--- src/rtl/mise_pkg.sv ---
// Package for the MIPS integer subset executor: field widths, opcodes,
// instruction classes and the queue entry shared by front and back.
// No dependencies.
package mise_pkg;

  localparam int GPR_W       = 64;
  localparam int NUM_GPR     = 32;
  localparam int REG_AW      = 5;
  localparam int WORD_W      = 32;
  localparam int QUEUE_DEPTH = 2;

  localparam logic [WORD_W-1:0] START_PC_RESET = 32'h1FC0_0000;
  localparam logic [WORD_W-1:0] PC_STEP        = 32'd4;
  localparam logic [WORD_W-1:0] COUNT_STEP     = 32'd2;

  localparam logic [5:0] OPC_BNE   = 6'd5;
  localparam logic [5:0] OPC_ADDIU = 6'd9;
  localparam logic [5:0] OPC_ANDI  = 6'd12;
  localparam logic [5:0] OPC_ORI   = 6'd13;
  localparam logic [5:0] OPC_LUI   = 6'd15;
  localparam logic [5:0] OPC_BEQL  = 6'd20;
  localparam logic [5:0] OPC_BNEL  = 6'd21;
  localparam logic [5:0] OPC_LW    = 6'd35;
  localparam logic [5:0] OPC_SW    = 6'd43;

  localparam logic [1:0] MREQ_NONE  = 2'd0;
  localparam logic [1:0] MREQ_READ  = 2'd1;
  localparam logic [1:0] MREQ_WRITE = 2'd2;

  typedef enum logic [3:0] {
    CLS_BNE,
    CLS_BEQL,
    CLS_BNEL,
    CLS_ADDIU,
    CLS_ANDI,
    CLS_ORI,
    CLS_LUI,
    CLS_LW,
    CLS_SW,
    CLS_FAULT,
    CLS_LDATA
  } cls_t;

  typedef struct packed {
    cls_t              cls;
    logic [WORD_W-1:0] word;
  } qent_t;

  function automatic cls_t classify(input logic is_ldata, input logic [5:0] opc);
    cls_t c;
    c = CLS_FAULT;
    if (is_ldata) begin
      c = CLS_LDATA;
    end else begin
      case (opc)
        OPC_BNE:   c = CLS_BNE;
        OPC_BEQL:  c = CLS_BEQL;
        OPC_BNEL:  c = CLS_BNEL;
        OPC_ADDIU: c = CLS_ADDIU;
        OPC_ANDI:  c = CLS_ANDI;
        OPC_ORI:   c = CLS_ORI;
        OPC_LUI:   c = CLS_LUI;
        OPC_LW:    c = CLS_LW;
        OPC_SW:    c = CLS_SW;
        default:   c = CLS_FAULT;
      endcase
    end
    return c;
  endfunction

endpackage

--- src/rtl/mise_front.sv ---
// Front end: accepts input transactions, classifies them and queues them
// for the back end. Depends on mise_pkg.
module mise_front #(
  parameter int QDEPTH = mise_pkg::QUEUE_DEPTH
) (
  input  logic            clk,
  input  logic            rst_n,
  input  logic            in_tvalid,
  output logic            in_tready,
  input  logic [63:0]     in_tdata,
  input  logic            in_tuser,
  input  logic            pop,
  output mise_pkg::qent_t head,
  output logic            head_vld
);

  localparam int PW = (QDEPTH > 1) ? $clog2(QDEPTH) : 1;
  localparam int CW = $clog2(QDEPTH + 1);

  mise_pkg::qent_t q_r [QDEPTH];
  mise_pkg::qent_t ent;
  logic [PW-1:0]   wp_r, wp_nxt, rp_r, rp_nxt;
  logic [CW-1:0]   cnt_r, cnt_nxt;
  logic            push, do_pop;

  assign ent.cls  = mise_pkg::classify(in_tuser, in_tdata[31:26]);
  assign ent.word = in_tuser ? in_tdata[63:32] : in_tdata[31:0];

  assign in_tready = (cnt_r != CW'(QDEPTH));
  assign push      = in_tvalid & in_tready;
  assign head_vld  = (cnt_r != '0);
  assign do_pop    = pop & head_vld;
  assign head      = q_r[rp_r];

  always_comb begin
    wp_nxt  = wp_r;
    rp_nxt  = rp_r;
    cnt_nxt = cnt_r;
    if (push) begin
      wp_nxt = (wp_r == PW'(QDEPTH - 1)) ? '0 : wp_r + 1'b1;
    end
    if (do_pop) begin
      rp_nxt = (rp_r == PW'(QDEPTH - 1)) ? '0 : rp_r + 1'b1;
    end
    if (push && !do_pop) begin
      cnt_nxt = cnt_r + 1'b1;
    end else if (!push && do_pop) begin
      cnt_nxt = cnt_r - 1'b1;
    end
  end

  always_ff @(posedge clk) begin
    if (!rst_n) begin
      wp_r  <= '0;
      rp_r  <= '0;
      cnt_r <= '0;
    end else begin
      wp_r  <= wp_nxt;
      rp_r  <= rp_nxt;
      cnt_r <= cnt_nxt;
    end
  end

  always_ff @(posedge clk) begin
    if (push) begin
      q_r[wp_r] <= ent;
    end
  end

endmodule

--- config.mk ---
export PLATFORM = sky130hd
export DESIGN_NAME = mise_front
export DESIGN_NICKNAME = d
export VERILOG_FILES = /design/src/rtl/mise_pkg.sv /design/src/rtl/mise_front.sv
export SDC_FILE = /design/constraint.sdc
export NUM_CORES = 1
export LEC_CHECK = 0
export BUFFER_PORTS_ARGS = -buffer_cell sky130_fd_sc_hd__buf_2
export CORE_ASPECT_RATIO = 0.5
export CORE_UTILIZATION = 51
export CTS_BUF_LIST = sky130_fd_sc_hd__clkbuf_16
export CTS_CLUSTER_DIAMETER = 30
export DETAILED_ROUTE_END_ITERATION = 8
export PLACE_DENSITY = 0.8
export SYNTH_ARGS = -nofsm -noshare
export SYNTH_HDL_FRONTEND = slang
export SYNTH_SLANG_ARGS = --single-unit
--- constraint.sdc ---
create_clock -name clk -period 2.4 [get_ports clk]
set_clock_uncertainty 0.05 [all_clocks]
set_input_delay 0.36 -clock clk [delete_from_list [all_inputs] [get_ports clk]]
set_output_delay 0.36 -clock clk [all_outputs]
set_load 0.005 [all_outputs]
# Yosys cells after proc, flatten, opt, wreduce, memory -nomap -nowiden

Memories as Yosys holds them, arrays and structs flattened. A register that Yosys moved wholly into a read port is not among the register bits.
Cells that the tools add are included.

Bits in registers: 4
Memories kept: 1
Input bits: 69
Bits in writable memories: 72

Reductions and logical operators: 6
Mux-type cells: 11
Add/subtract/negate cells: 4
Bitwise operators: 2
Equality and inequality tests: 10

Memories:

| name | words | width | rd ports | clocked after Yosys merged registers in | wr ports | line             | source |
|---|---|---|---|---|---|---|---|
| q_r  | 2     | 36    | 1        | 1                                       | 1        | mise_front.sv:20 | `mise_pkg::qent_t q_r [QDEPTH];` |

Operator list:

| operator            | number |
|---|---|
| $pmux 4 s9          | 1 |
| $mux 32             | 1 |
| $eq 6x4->1 const B  | 4 |
| $eq 6x5->1 const B  | 2 |
| $eq 6x6->1 const B  | 2 |
| $eq 6x3->1 const B  | 1 |
| $mux 1              | 6 |
| $mux 2              | 2 |
| $mux 4              | 1 |
| $reduce_bool 2->1   | 2 |
| $add 1x1->1 const B | 2 |
| $add 2x1->2 const B | 1 |
| $and 1x1->1         | 2 |
| $logic_and 1x1->1   | 2 |
| $logic_not 1->1     | 2 |
| $ne 2x2->1 const B  | 1 |
| $sub 2x1->2 const B | 1 |

# Logic depth before layout (Yosys ltp)

Depth after elaboration: 6
Gate-level depth with buffers: 6
Mapped depth without buffers: 6

# Worst setup path before layout

OpenSTA, ideal clock, no wires.

Path type: register to register
From: register cnt_r[0]
To: memory q_r[1][0] in the netlist's numbering (enable)
Slack: 0.430 ns
Path buffers: 0
Cell stages (with the launch flop): 3
Arrival: 1.523 ns
Cell sequence: dfxtp_1 -> nand2b_1 -> and3_1

Word-level cells in the longest chain between the ends: 4

RTL lines:

| item                         | line             | source |
|---|---|---|
| start, declared              | mise_front.sv:23 | `logic [CW-1:0] cnt_r, cnt_nxt;` |
| start signal, assigned       | mise_front.sv:60 | `cnt_r <= cnt_nxt;` |
| $ne 2x2->1                   | mise_front.sv:29 | `assign in_tready = (cnt_r != CW'(QDEPTH));` |
| net in_tready                | mise_front.sv:9  | `output logic in_tready,` |
| $and 1x1->1                  | mise_front.sv:30 | `assign push = in_tvalid & in_tready;` |
| $mux 1                       | mise_front.sv:65 | `if (push) begin` |
| $mux 1 (not written as such) | mise_front.sv:66 | `q_r[wp_r] <= ent;` |
| end, declared                | mise_front.sv:20 |  |

The timed path passes the listed nets, and every way through them passes these cells.

==> results.json <==
{
  "outcome": "complete, no violations",
  "cts.clk_slew.worst_paths_ps": 60,
  "synth_top_area_share_pct": 63.1,
  "setup_slack_ps": 319,
  "post_cts_buffers": 0,
  "vias": 2118,
  "cap_violations": 0,
  "grt_pass1_wl_um": 10300,
  "floorplan.rows": 20,
  "synth-seq-area-share_pct": 66.0,
  "areaGrowthSynthToFinish_pct": 28.0,
  "die_h_um": 60.0,
  "clockBufferDepth": 2,
  "antenna_found_initial": 0,
  "reg2regPathDepth": 3,
  "hold_viol": 0,
  "die_x_um": 118,
  "drc_errors": 0,
  "fin_nets": 387,
  "worst_slew_pin_slew_ps": 520,
  "layout.cells.non_filler": 410,
  "worstHoldStart": "rst_n",
  "rr_startpoint": "cnt_r[0]$_SDFFE_PN0P_",
  "drt_iter0_drc": 137,
  "diodes": 0,
  "ant_nets": 0,
  "synth_nets": 277,
  "grt_start_max_net_pins": 37,
  "cts.sinks": 77,
  "vias_per_cell": 5.17,
  "grt_usage_pct": 19.7,
  "drt-total-wl_um": 6500,
  "place_hpwl_um": 4440,
  "final_area_um2": 4390,
  "synthCells": 207,
  "hold_path.class": "primary input to flop",
  "crit_type": "flop to output pin",
  "holdPathEnd": "cnt_r[0]$_SDFFE_PN0P_",
  "cp_max_fo": 19,
  "dp_cells": 394,
  "final_cell_mix": "106 x buf_2, 72 x edfxtp_1, 67 x mux2_2, 9 x clkbuf_16",
  "ir_worst_vdd_mv": 0.473,
  "final_common_cell": "buf_2",
  "maxSlewViolCount": 0,
  "required_ps": 1990,
  "pre_cts_ws_ps": 649,
  "power_density_nw_per_um2": 933,
  "first_pass_iters": 4,
  "grt.overflow.total": 0,
  "relSlewSlack_pct": 65.3,
  "place_area_um2": 4080,
  "clkLatencyLatePin_ps": 320,
  "clock-root-buffer": "clkbuf_16",
  "cts_resized": 0,
  "synth-seq-cells": 77,
  "fin_crit_ps": 2080,
  "yosysUniqueCellTypes": 33,
  "finalCritPeriodShare_pct": 86.7,
  "fmax_ghz": 0.481,
  "leakage_nw": 1.71,
  "h-tree-depth": 3,
  "fin_util_pct": 69.8,
  "port_buffers": 106,
  "hold_path_depth": 3,
  "rsz0062_at_grt": "false",
  "routabilityCongestion": 0.718,
  "wl_per_cell_um": 15.9,
  "cp_data_arrival_time_ps": 1670,
  "finalSetupViolCount": 0,
  "pin_count": 107,
  "tns_ps": 0,
  "die_area_um2": 7070,
  "first_global_vias": 2142,
  "syn_avg_cell_area_um2": 16.6,
  "synth_area_leaders": "edfxtp_1 63%, mux2_2 22%, dfxtp_1 2.9%, buf_2 1.2%, xor2_1 1.0%",
  "hold_slack_ps": 269,
  "finalPower_mw": 4.09,
  "rrSetupSlack_ps": 660,
  "numCtsBuffers": 9,
  "r2r_end": "q_r[1][13]$_DFFE_PP_",
  "start_kind": "flop",
  "fp.coreArea_um2": 6280,
  "synth_warnings": 0,
  "cp-end-kind": "output pin",
  "drive_gt1_share_pct": 60.9,
  "cts_tree": "yes",
  "start_util_pct": 54.6,
  "synth.largest_area_cell": "edfxtp_1",
  "synth_area_um2": 3430,
  "hold_buffers": 0
}
## cells by family (layout without fill, tap and decap cells)
group                      count (synthesis)  after routing  share of synthesized area (%)
AOI/OAI and AO/OA                         16             16                           3.21
xor gates and xnor gates                   6              6                           1.53
adders and majority gates                  1              1                          0.365
buffers and inverters                     15            130                           2.15
DFF                                       77             77                           66.0
muxes                                     67             67                           22.0
and+or+nand+nor                           25             25                           4.74
## synth_stat cells
library cell / n
and3b_1: 1
inv_1: 4
or4b_4: 1
o21ai_1: 2
o31ai_1: 1
clkbuf_1: 2
o21ai_0: 2
nor3b_1: 2
o311ai_1: 1
buf_2: 8
o41ai_1: 1
mux2_2: 67
nor3_1: 1
nand2_1: 3
edfxtp_1: 72
a211oi_1: 2
a2bb2oi_1: 1
dfxtp_1: 5
or3_1: 1
a21boi_2: 1
nand2b_1: 5
ha_1: 1
and2_1: 1
a21bo_2: 1
and4bb_1: 1
buf_6: 1
and3_1: 2
or2_2: 1
nor2_1: 3
a21oi_1: 4
xor2_1: 4
nand3b_1: 3
xnor2_1: 2
## where the power goes
group,total [mW],switching (mW),internal (mW)
sequential,1.80,0.104,1.70
clock,1.36,0.465,0.894
combinational,0.928,0.413,0.515
total,4.09,0.982,3.11
## cell type report
| type | instances | area (µm²) |
|---|---|---|
| clock inverter | 7 | 81.3 |
| timing repair buffer | 110 | 598 |
| clock buffer | 9 | 225 |
| multi-input combinational | 115 | 1090 |
| tap | 88 | 110 |
| fill | 424 | 1890 |
| inverter | 4 | 15.0 |
| sequential | 77 | 2260 |
## worst max path at each step
stage	endpoint	from	slack [ps]	depth (start not counted)
6_report	head[18]	flop	320	3
3_3_place_gp	head[27]	flop	660	3
4_1_cts	head[16]	flop	290	3
5_1_grt	head[16]	flop	220	3
3_5_place_dp	head[27]	flop	650	3
2_1_floorplan	q_r[1][0]$_DFFE_PP_	cnt_r[0]$_SDFFE_PN0P_	430	2
## metal layers
metal  vias up  wire length, µm  track usage, %
met5         -                0               0
met4         0               74            6.23
met3         8              297            5.53
met2        69             3440            36.6
met1      1026             2680            22.9
li1       1015                -               -
## state kept, by name (all words and copies together) (netlist names), named ones only
register,flops
q_r,72
rp_r,1
cnt_r,2
wp_r,1
## worst max-delay path, cell delays in order, from the launching register on
cell,delay (ps)
dfxtp_2,630
buf_12,230
mux2_2,360
buf_2,130
(Power assumes the default switching activity.)
