--- src/rtl/mise_pkg.sv ---
// Package for the MIPS integer subset executor: field widths, opcodes,
// instruction classes and the queue entry shared by front and back.
// No dependencies.
package mise_pkg;

  localparam int GPR_W       = 64;
  localparam int NUM_GPR     = 32;
  localparam int REG_AW      = 5;
  localparam int WORD_W      = 32;
  localparam int QUEUE_DEPTH = 2;

  localparam logic [WORD_W-1:0] START_PC_RESET = 32'h1FC0_0000;
  localparam logic [WORD_W-1:0] PC_STEP        = 32'd4;
  localparam logic [WORD_W-1:0] COUNT_STEP     = 32'd2;

  localparam logic [5:0] OPC_BNE   = 6'd5;
  localparam logic [5:0] OPC_ADDIU = 6'd9;
  localparam logic [5:0] OPC_ANDI  = 6'd12;
  localparam logic [5:0] OPC_ORI   = 6'd13;
  localparam logic [5:0] OPC_LUI   = 6'd15;
  localparam logic [5:0] OPC_BEQL  = 6'd20;
  localparam logic [5:0] OPC_BNEL  = 6'd21;
  localparam logic [5:0] OPC_LW    = 6'd35;
  localparam logic [5:0] OPC_SW    = 6'd43;

  localparam logic [1:0] MREQ_NONE  = 2'd0;
  localparam logic [1:0] MREQ_READ  = 2'd1;
  localparam logic [1:0] MREQ_WRITE = 2'd2;

  typedef enum logic [3:0] {
    CLS_BNE,
    CLS_BEQL,
    CLS_BNEL,
    CLS_ADDIU,
    CLS_ANDI,
    CLS_ORI,
    CLS_LUI,
    CLS_LW,
    CLS_SW,
    CLS_FAULT,
    CLS_LDATA
  } cls_t;

  typedef struct packed {
    cls_t              cls;
    logic [WORD_W-1:0] word;
  } qent_t;

  function automatic cls_t classify(input logic is_ldata, input logic [5:0] opc);
    cls_t c;
    c = CLS_FAULT;
    if (is_ldata) begin
      c = CLS_LDATA;
    end else begin
      case (opc)
        OPC_BNE:   c = CLS_BNE;
        OPC_BEQL:  c = CLS_BEQL;
        OPC_BNEL:  c = CLS_BNEL;
        OPC_ADDIU: c = CLS_ADDIU;
        OPC_ANDI:  c = CLS_ANDI;
        OPC_ORI:   c = CLS_ORI;
        OPC_LUI:   c = CLS_LUI;
        OPC_LW:    c = CLS_LW;
        OPC_SW:    c = CLS_SW;
        default:   c = CLS_FAULT;
      endcase
    end
    return c;
  endfunction

endpackage

--- src/rtl/mise_ram.sv ---
// Generic RAM: one write port, two read ports with registered read data.
// No dependencies.
module mise_ram #(
  parameter int WIDTH = 64,
  parameter int DEPTH = 32
) (
  input  logic                     clk,
  input  logic                     re,
  input  logic [$clog2(DEPTH)-1:0] raddr_a,
  input  logic [$clog2(DEPTH)-1:0] raddr_b,
  output logic [WIDTH-1:0]         rdata_a,
  output logic [WIDTH-1:0]         rdata_b,
  input  logic                     we,
  input  logic [$clog2(DEPTH)-1:0] waddr,
  input  logic [WIDTH-1:0]         wdata
);

  logic [WIDTH-1:0] mem_r [DEPTH];

  always_ff @(posedge clk) begin
    if (we) begin
      mem_r[waddr] <= wdata;
    end
    if (re) begin
      rdata_a <= mem_r[raddr_a];
      rdata_b <= mem_r[raddr_b];
    end
  end

endmodule

--- src/rtl/mise_back.sv ---
// Back end: register file read, execute, architectural state and output
// register. Depends on mise_pkg and mise_ram.
module mise_back (
  input  logic            clk,
  input  logic            rst_n,
  input  logic            cfg_wen,
  input  logic [31:0]     cfg_wdata,
  input  mise_pkg::qent_t head,
  input  logic            head_vld,
  output logic            pop,
  output logic            out_tvalid,
  input  logic            out_tready,
  output logic [127:0]    out_tdata,
  output logic [2:0]      out_tuser
);

  localparam int AW = mise_pkg::REG_AW;
  localparam int GW = mise_pkg::GPR_W;
  localparam int WW = mise_pkg::WORD_W;

  logic                 adv;
  logic [AW-1:0]        ra, rb;
  logic [GW-1:0]        qa, qb;

  mise_pkg::qent_t      ex_r;
  logic                 ex_vld_r;
  logic                 va_r, vb_r;
  logic                 fwd_we_r;
  logic [AW-1:0]        fwd_wa_r;
  logic [GW-1:0]        fwd_wd_r;
  logic [mise_pkg::NUM_GPR-1:0] gvld_r;

  logic [WW-1:0]        pc_r, pc_nxt, bt_r, bt_nxt, cnt_r, cnt_nxt;
  logic                 bp_r, bp_nxt, lp_r, lp_nxt;
  logic [AW-1:0]        ld_r, ld_nxt;

  logic [AW-1:0]        ex_rs, ex_rt;
  logic [15:0]          imm;
  logic [GW-1:0]        opa, opb;
  logic [WW-1:0]        imm_sx, sum, btarget, seq_pc;
  logic                 eq;

  logic                 gpr_we, ram_we, taken, nullify, fault;
  logic [AW-1:0]        wa;
  logic [GW-1:0]        wd;
  logic [1:0]           req;
  logic [WW-1:0]        addr, wdata;

  logic                 out_vld_r, out_fault_r;
  logic [1:0]           out_req_r;
  logic [WW-1:0]        out_pc_r, out_addr_r, out_wdata_r, out_cnt_r;

  assign adv = !out_vld_r || out_tready;
  assign pop = adv & head_vld;
  assign ra  = head.word[25:21];
  assign rb  = head.word[20:16];

  mise_ram #(
    .WIDTH (GW),
    .DEPTH (mise_pkg::NUM_GPR)
  ) u_gpr (
    .clk     (clk),
    .re      (adv),
    .raddr_a (ra),
    .raddr_b (rb),
    .rdata_a (qa),
    .rdata_b (qb),
    .we      (ram_we),
    .waddr   (wa),
    .wdata   (wd)
  );

  assign ex_rs   = ex_r.word[25:21];
  assign ex_rt   = ex_r.word[20:16];
  assign imm     = ex_r.word[15:0];
  assign opa     = (fwd_we_r && fwd_wa_r == ex_rs) ? fwd_wd_r : (va_r ? qa : '0);
  assign opb     = (fwd_we_r && fwd_wa_r == ex_rt) ? fwd_wd_r : (vb_r ? qb : '0);
  assign imm_sx  = {{16{imm[15]}}, imm};
  assign sum     = opa[WW-1:0] + imm_sx;
  assign btarget = pc_r + mise_pkg::PC_STEP + {imm_sx[WW-3:0], 2'b00};
  assign seq_pc  = bp_r ? bt_r : pc_r + mise_pkg::PC_STEP;
  assign eq      = (opa == opb);
  assign ram_we  = gpr_we & adv;

  always_comb begin
    pc_nxt  = pc_r;
    bp_nxt  = bp_r;
    bt_nxt  = bt_r;
    lp_nxt  = lp_r;
    ld_nxt  = ld_r;
    cnt_nxt = cnt_r;
    gpr_we  = 1'b0;
    wa      = ex_rt;
    wd      = '0;
    req     = mise_pkg::MREQ_NONE;
    addr    = '0;
    wdata   = '0;
    fault   = 1'b0;
    taken   = 1'b0;
    nullify = 1'b0;
    if (ex_vld_r) begin
      if (ex_r.cls == mise_pkg::CLS_LDATA) begin
        if (lp_r) begin
          gpr_we = (ld_r != '0);
          wa     = ld_r;
          wd     = {{(GW-WW){ex_r.word[WW-1]}}, ex_r.word};
          lp_nxt = 1'b0;
        end
      end else if (!lp_r) begin
        case (ex_r.cls)
          mise_pkg::CLS_BNE: begin
            taken = !eq;
          end
          mise_pkg::CLS_BEQL: begin
            taken   = eq;
            nullify = !eq;
          end
          mise_pkg::CLS_BNEL: begin
            taken   = !eq;
            nullify = eq;
          end
          mise_pkg::CLS_ADDIU: begin
            gpr_we = (ex_rt != '0);
            wd     = {{(GW-WW){sum[WW-1]}}, sum};
          end
          mise_pkg::CLS_ANDI: begin
            gpr_we = (ex_rt != '0);
            wd     = opa & {{(GW-16){1'b0}}, imm};
          end
          mise_pkg::CLS_ORI: begin
            gpr_we = (ex_rt != '0);
            wd     = opa | {{(GW-16){1'b0}}, imm};
          end
          mise_pkg::CLS_LUI: begin
            gpr_we = (ex_rt != '0);
            wd     = {{(GW-WW){imm[15]}}, imm, 16'h0000};
          end
          mise_pkg::CLS_LW: begin
            req    = mise_pkg::MREQ_READ;
            addr   = sum;
            lp_nxt = 1'b1;
            ld_nxt = ex_rt;
          end
          mise_pkg::CLS_SW: begin
            req   = mise_pkg::MREQ_WRITE;
            addr  = sum;
            wdata = opb[WW-1:0];
          end
          default: begin
            fault = 1'b1;
          end
        endcase
        if (!fault) begin
          pc_nxt  = nullify ? seq_pc + mise_pkg::PC_STEP : seq_pc;
          bp_nxt  = taken;
          cnt_nxt = cnt_r + mise_pkg::COUNT_STEP;
          if (taken) begin
            bt_nxt = btarget;
          end
        end
      end
    end
  end

  always_ff @(posedge clk) begin
    if (!rst_n) begin
      pc_r   <= mise_pkg::START_PC_RESET;
      bp_r   <= 1'b0;
      bt_r   <= '0;
      lp_r   <= 1'b0;
      ld_r   <= '0;
      cnt_r  <= '0;
      gvld_r <= '0;
    end else begin
      if (cfg_wen) begin
        pc_r <= cfg_wdata;
        bp_r <= 1'b0;
        lp_r <= 1'b0;
      end else if (adv && ex_vld_r) begin
        pc_r  <= pc_nxt;
        bp_r  <= bp_nxt;
        bt_r  <= bt_nxt;
        lp_r  <= lp_nxt;
        ld_r  <= ld_nxt;
        cnt_r <= cnt_nxt;
      end
      if (ram_we) begin
        gvld_r[wa] <= 1'b1;
      end
    end
  end

  always_ff @(posedge clk) begin
    if (!rst_n) begin
      ex_vld_r  <= 1'b0;
      fwd_we_r  <= 1'b0;
      out_vld_r <= 1'b0;
    end else if (adv) begin
      ex_vld_r  <= head_vld;
      fwd_we_r  <= ram_we;
      out_vld_r <= ex_vld_r;
    end
  end

  always_ff @(posedge clk) begin
    if (adv) begin
      ex_r        <= head;
      va_r        <= gvld_r[ra];
      vb_r        <= gvld_r[rb];
      fwd_wa_r    <= wa;
      fwd_wd_r    <= wd;
      out_pc_r    <= pc_nxt;
      out_req_r   <= req;
      out_addr_r  <= addr;
      out_wdata_r <= wdata;
      out_fault_r <= fault;
      out_cnt_r   <= cnt_nxt;
    end
  end

  assign out_tvalid = out_vld_r;
  assign out_tdata  = {out_cnt_r, out_wdata_r, out_addr_r, out_pc_r};
  assign out_tuser  = {out_fault_r, out_req_r};

  a_no_r0_write: assert property (@(posedge clk) disable iff (!rst_n)
    ram_we |-> wa != '0)
    else $error("write to r0 reached the register file");

  a_valid_after_write: assert property (@(posedge clk) disable iff (!rst_n)
    ram_we |=> gvld_r[fwd_wa_r])
    else $error("register valid bit not set after write");

  a_fault_no_mem: assert property (@(posedge clk) disable iff (!rst_n)
    out_vld_r && out_fault_r |-> out_req_r == mise_pkg::MREQ_NONE && out_addr_r == '0)
    else $error("faulting transaction issued a memory request");

  a_lw_sets_pending: assert property (@(posedge clk) disable iff (!rst_n)
    adv && ex_vld_r && ex_r.cls == mise_pkg::CLS_LW && !lp_r && !cfg_wen |=> lp_r)
    else $error("load did not mark a pending load");

endmodule

--- config.mk ---
export PLATFORM = sky130hd
export DESIGN_NAME = mise_back
export DESIGN_NICKNAME = d
export VERILOG_FILES = /design/src/rtl/mise_pkg.sv /design/src/rtl/mise_ram.sv /design/src/rtl/mise_back.sv
export SDC_FILE = /design/constraint.sdc
export NUM_CORES = 2
export LEC_CHECK = 0
export BUFFER_PORTS_ARGS = -buffer_cell sky130_fd_sc_hd__buf_2
export CAP_MARGIN = 20
export CORE_AREA = 5 5 641 643
export CTS_BUF_LIST = sky130_fd_sc_hd__clkbuf_2 sky130_fd_sc_hd__clkbuf_4 sky130_fd_sc_hd__clkbuf_8
export DETAILED_ROUTE_END_ITERATION = 10
export DIE_AREA = 0 0 646 648
export HOLD_SLACK_MARGIN = 0.05
export PLACE_DENSITY = 0.4
export SYNTH_ARGS = -nofsm -noshare
export SYNTH_HDL_FRONTEND = slang
export SYNTH_SLANG_ARGS = --single-unit
--- constraint.sdc ---
create_clock -name clk -period 41.5 [get_ports clk]
set_input_delay 6.225 -clock clk [delete_from_list [all_inputs] [get_ports clk]]
set_output_delay 6.225 -clock clk [all_outputs]
set_load 0.05 [all_outputs]
# --- Word-level counts from Yosys, hierarchy flattened ---
# Memories as Yosys holds them, arrays and structs flattened. A register that Yosys moved wholly into a read port is not among the register bits.
# Index checks and enable logic that the tools add are counted.
word_totals:
  regBits: 376
  ram_bits: 2048
  in_bits: 73
  word_cells: 134
  n_memories: 1
classes:
  n_addsub: 5
  magnitude_cmp: 4
  n_eq_ne: 12
  mux: 53
  bitwise_logic: 13
  n_reduce_logical: 24
mem_list:
  columns: ["name", "words", "width", "rd", "rd_ports_with_merged_regs", "wr", "line", "source"]
  rows:
  - ["u_gpr.mem_r", 32, 64, 2, 2, 1, "mise_ram.sv:18", "logic [WIDTH-1:0] mem_r [DEPTH];"]
ops:
  columns: ["cell", "n"]
  rows:
  - ["64-bit 2-to-1 mux", 8]
  - ["32-bit 2-to-1 mux", 12]
  - ["64-bit case mux with 4 select lines", 1]
  - ["32-bit by 3-bit adder with 32-bit output (second input constant)", 2]
  - ["32-bit adder", 2]
  - ["64-bit by 16-bit AND with 64-bit output", 1]
  - ["64-bit == test", 1]
  - ["64-bit by 16-bit OR with 64-bit output", 1]
  - ["32-bit by 2-bit adder with 32-bit output (second input constant)", 1]
  - ["32-bit OR", 1]
  - ["1-bit 2-to-1 mux", 23]
  - ["5-bit by 6-bit less-than comparator with 1-bit output (second input constant)", 3]
  - ["4-bit by 3-bit == test with 1-bit output (second input constant)", 4]
  - ["5-bit 2-to-1 mux", 3]
  - ["4-bit OR reduction", 3]
  - ["1-bit binary-select mux with 5-bit select", 2]
  - ["5-bit == test", 2]
  - ["5-bit nonzero test", 2]
  - ["9-bit OR reduction", 1]
  - ["4-bit by 2-bit == test with 1-bit output (second input constant)", 2]
  - ["4-bit == test (second input constant)", 2]
  - ["1-bit inverter", 8]
  - ["7-bit AND reduction", 1]
  - ["6-bit AND reduction", 1]
  - ["other kinds (15)", 24]

# --- Logic depth before layout (Yosys ltp) ---
logic_depth:
  depth_word: 16
  mapped_depth: 22
  depth_no_buf: 18

# --- Cells and area by module ---
# A second synthesis with hierarchy kept.
unflattened:
  hier_cells: 7085
  area_unflattened_um2: 121667.9
by_module_without_submodules:
  columns: ["mod", "n_inst", "cells_each", "area_each_um2"]
  rows:
  - ["mise_ram", 1, 4441, 97928.9]
  - ["mise_back", 1, 2644, 23739.0]

# --- Worst setup path after synthesis ---
# Ideal clock, no wire load.
synth_path:
  kind: "input to output"
  start: "in out_tready"
  end: "out pop"
  arrival_time_ns: 14.411
  required_time_ns: 35.275
  slack_ns: 20.864
  cell_stages: 3
  n_path_buf: 0
  cell_sequence: "nor2b_1 > inv_1 > and2_1"
synth_between:
  elab_chain_cells: 2
synth_rtl:
  columns: ["item", "line", "source"]
  rows:
  - ["start: declaration", "mise_back.sv:12", "input logic out_tready,"]
  - ["1-bit logical OR", "mise_back.sv:53", "assign adv = !out_vld_r || out_tready;"]
  - ["1-bit AND", "mise_back.sv:54", "assign pop = adv & head_vld;"]
  - ["end: declaration", "mise_back.sv:10", "output logic pop,"]
# No other way between the ends.

# --- Final worst setup path ---
# Ends and elaborated chain as after synthesis.

==> summary.txt <==
status - complete, no violations
HP Class - flip-flop to flip-flop
CP endpoint kind - output port
Final ANT Viol Nets - 0
port bufs - 204
Clock Skew - 0.171 ns
Required @ worst endpoint - 35.27 ns
Post-Synthesis Cell Area - 121000 µm²
initial antenna violation count - 34
Max-cap violations - 0
CP max-delay cell - nor2b_1
number of buffers created by CTS - 459
first-pass GRT wire length - 605 mm
Worst setup SP type - input port
leading area contributor after synthesis - edfxtp_1
most frequent cells in the layout - edfxtp_1, mux4_2, clkbuf_8
die width - 646 µm
Max clock buf depth - 4
Power, Total - 5690 µW
GR Overflow Total - 0
P_leak - 0.0467 µW
CTS root buf - clkbuf_8
Setup TNS Final - 0 ns
Worst Path Arrival - 7.70 ns
Peak Freq - 71.8 MHz
EDFF count, synth - 2413
post-DR wirelength/cell - 34.2 µm
worst hold slack - 0.456 ns
Clock H-tree levels - 5
largest net degree at the start of global routing - 93
final instance area - 139000 µm²
multi-input logic area - 44400 µm²
Crit path depth - 5
Initial Util - 0.299
post-synthesis sequential area ratio - 0.622
r2r setup slk - 33.76 ns
final wirelength - 440 mm
# setup viols final - 0
Final min period - 13.93 ns
Reg area - 75200 µm²
IO Pins - 206
cell area power density - 40.9 nW/µm²
# resized after CTS - 0
Die Y - 648 µm
via count - 70400
reg2reg end - u_gpr.mem_r[1][53]
final max-slew violation count - 0
Fill cells - 38400
via/cell ratio - 5.47
clock sinks - 2550
vias in the first global route - 73300
Mapped Avg Cell Area - 18.4 µm²
most common cell after layout, fill and taps aside - edfxtp_1
fin cells - 12900
RSZ-0062 raised after global routing - false
clk_lat worst skew - 1.20 ns
Slew @ Worst Pin - 1.19 ns
worst rel slew slack - 0.202
core area - 405000 µm²
post-CTS setup buffer count - 0
TritonRoute pass-1 iters - 6
#FFs+latches synth - 2550
Nets - 7216
GP Congestion - 0.793
prevailing post-synth register cell - edfxtp_1
initial DRC count - 6303
r2r startpoint - fwd_wa_r[0]
crit path capture - pop
Peak VDD IR - 26.5 µV
CTS tree - built
Bufs and invs on worst path - 3
number of synthesis warnings - 0
FP Rows - 234
critical path's top delay family - simple AND/OR/NAND/NOR gates
Hold Buf Count CTS - 0
fin crit share - 0.336
synth top area cells - edfxtp_1, mux4_2, dfxtp_1, mux2_2, nand2_1
Syn-to-layout area delta - 15.1%
Crit Path Max Fanout - 85
clk slew on worst S/H paths - 0.07 ns
DRC Markers - 0
crit path kind - input port to output port
Yosys cell types - 82
CP most frequent cell - buf_2
top-area cell type share of the netlist area - 0.599
DIE AREA - 419000 µm²
worst-path cell chain - buf_2 -> nor2b_1 -> inv_8 -> and2_1 -> buf_2
Placed Area - 130000 µm²
HPWL Detailed - 244 mm
placed insts - 12000
Hold Fails Final Rpt - 0
path depth of the worst reg2reg path - 22
worst setup path start - out_tready
post-synthesis instance total - 6572
GRT Total Usage - 0.205
Max stage delay on crit path - 0.50 ns
asr flop ratio synth - 0
ratio of cells with drive above 1 in the final layout - 0.372
## Yosys cell counts (9+ instances only)
cell type,count
or3_1,20
or2_2,9
o22ai_1,25
ha_1,80
a2111oi_0,19
nor2b_1,17
a221oi_1,10
mux2i_1,56
a21oi_1,177
o21bai_1,14
and2_1,16
a211o_1,28
and4_1,14
o21ai_0,119
nor3_1,41
clkbuf_1,309
inv_1,68
buf_2,27
a22oi_1,11
o21a_1,31
a21o_1,28
dfxtp_1,137
mux2_2,159
o221ai_1,9
o221a_2,12
nand2_1,376
o211ai_1,69
nor4_1,15
o31ai_1,12
nand2b_1,17
edfxtp_1,2413
nand3_1,132
and3_1,72
xnor2_1,90
buf_1,123
nand4_1,34
nor2_1,235
xor2_1,112
o211a_1,21
mux4_2,1300
a31oi_1,21
a211oi_1,9
## cell type report
type | instances | share of cell area
multi-input combinational | 3543 | 0.319
tap | 5428 | 0.0488
antenna | 17 | 0.000306
clock buffer | 624 | 0.0551
inverter | 70 | 0.00195
clock inverter | 201 | 0.00976
timing repair buffer | 437 | 0.0243
sequential | 2550 | 0.540
## metrics by stage
step / utilization / setup slack [ns]
after floorplan: - / 20.86
after global placement: 0.320 / 27.60
after detailed placement: 0.321 / 27.56
after CTS: 0.344 / 27.56
after global routing: 0.344 / 27.50
final: 0.344 / 27.57
## flip-flops by register name, summed over array words and instances, names as in the netlist, 36 cells and up
name and cells:
u_gpr.mem_r 2048, fwd_wd_r 64, u_gpr.rdata_a 64, u_gpr.rdata_b 64, ex_r 36
## how the worst min path moves through the flow
stage,start,end,slack (ns),depth (start not counted)
global route,bt_r[22],bt_r[22],0.48,2
CTS,bt_r[22],bt_r[22],0.46,2
global placement,bt_r[22],bt_r[22],0.44,2
detailed placement,bt_r[22],bt_r[22],0.45,2
finish,bt_r[22],bt_r[22],0.46,2
floorplan,bt_r[23],bt_r[23],0.43,2
## layer usage
metal,share of wire,track usage
met5,0.000098,0
met4,0.028,0.0546
met3,0.053,0.0295
met2,0.48,0.339
met1,0.44,0.285
## tightest hold or removal path, cell delays in order (launching register included)
cell	delay [ns]
dfxtp_1	0.31
nand2_1	0.05
a21oi_1	0.05
## cells by family (layout without fill, tap and decap cells)
logic type	Yosys count	in the layout	share of synthesized area
flops	2550	2550	0.622
mux	1518	1518	0.262
simple gates	1027	1027	0.0396
compound gates	649	649	0.0357
buf+inv	543	1332	0.0178
xor+xnor	202	202	0.0146
fa+ha+maj	82	82	0.00861
other cells	1	82	0.0000310
## power by group
part | leakage [µW] | total [µW] | internal, µW | switching (µW)
clock | 0.00478 | 2390 | 1280 | 1110
combinational | 0.0170 | 445 | 179 | 267
sequential | 0.0249 | 2850 | 2830 | 26.2
total | 0.0467 | 5690 | 4290 | 1400
Note: power is estimated with default switching activity, not from simulation.
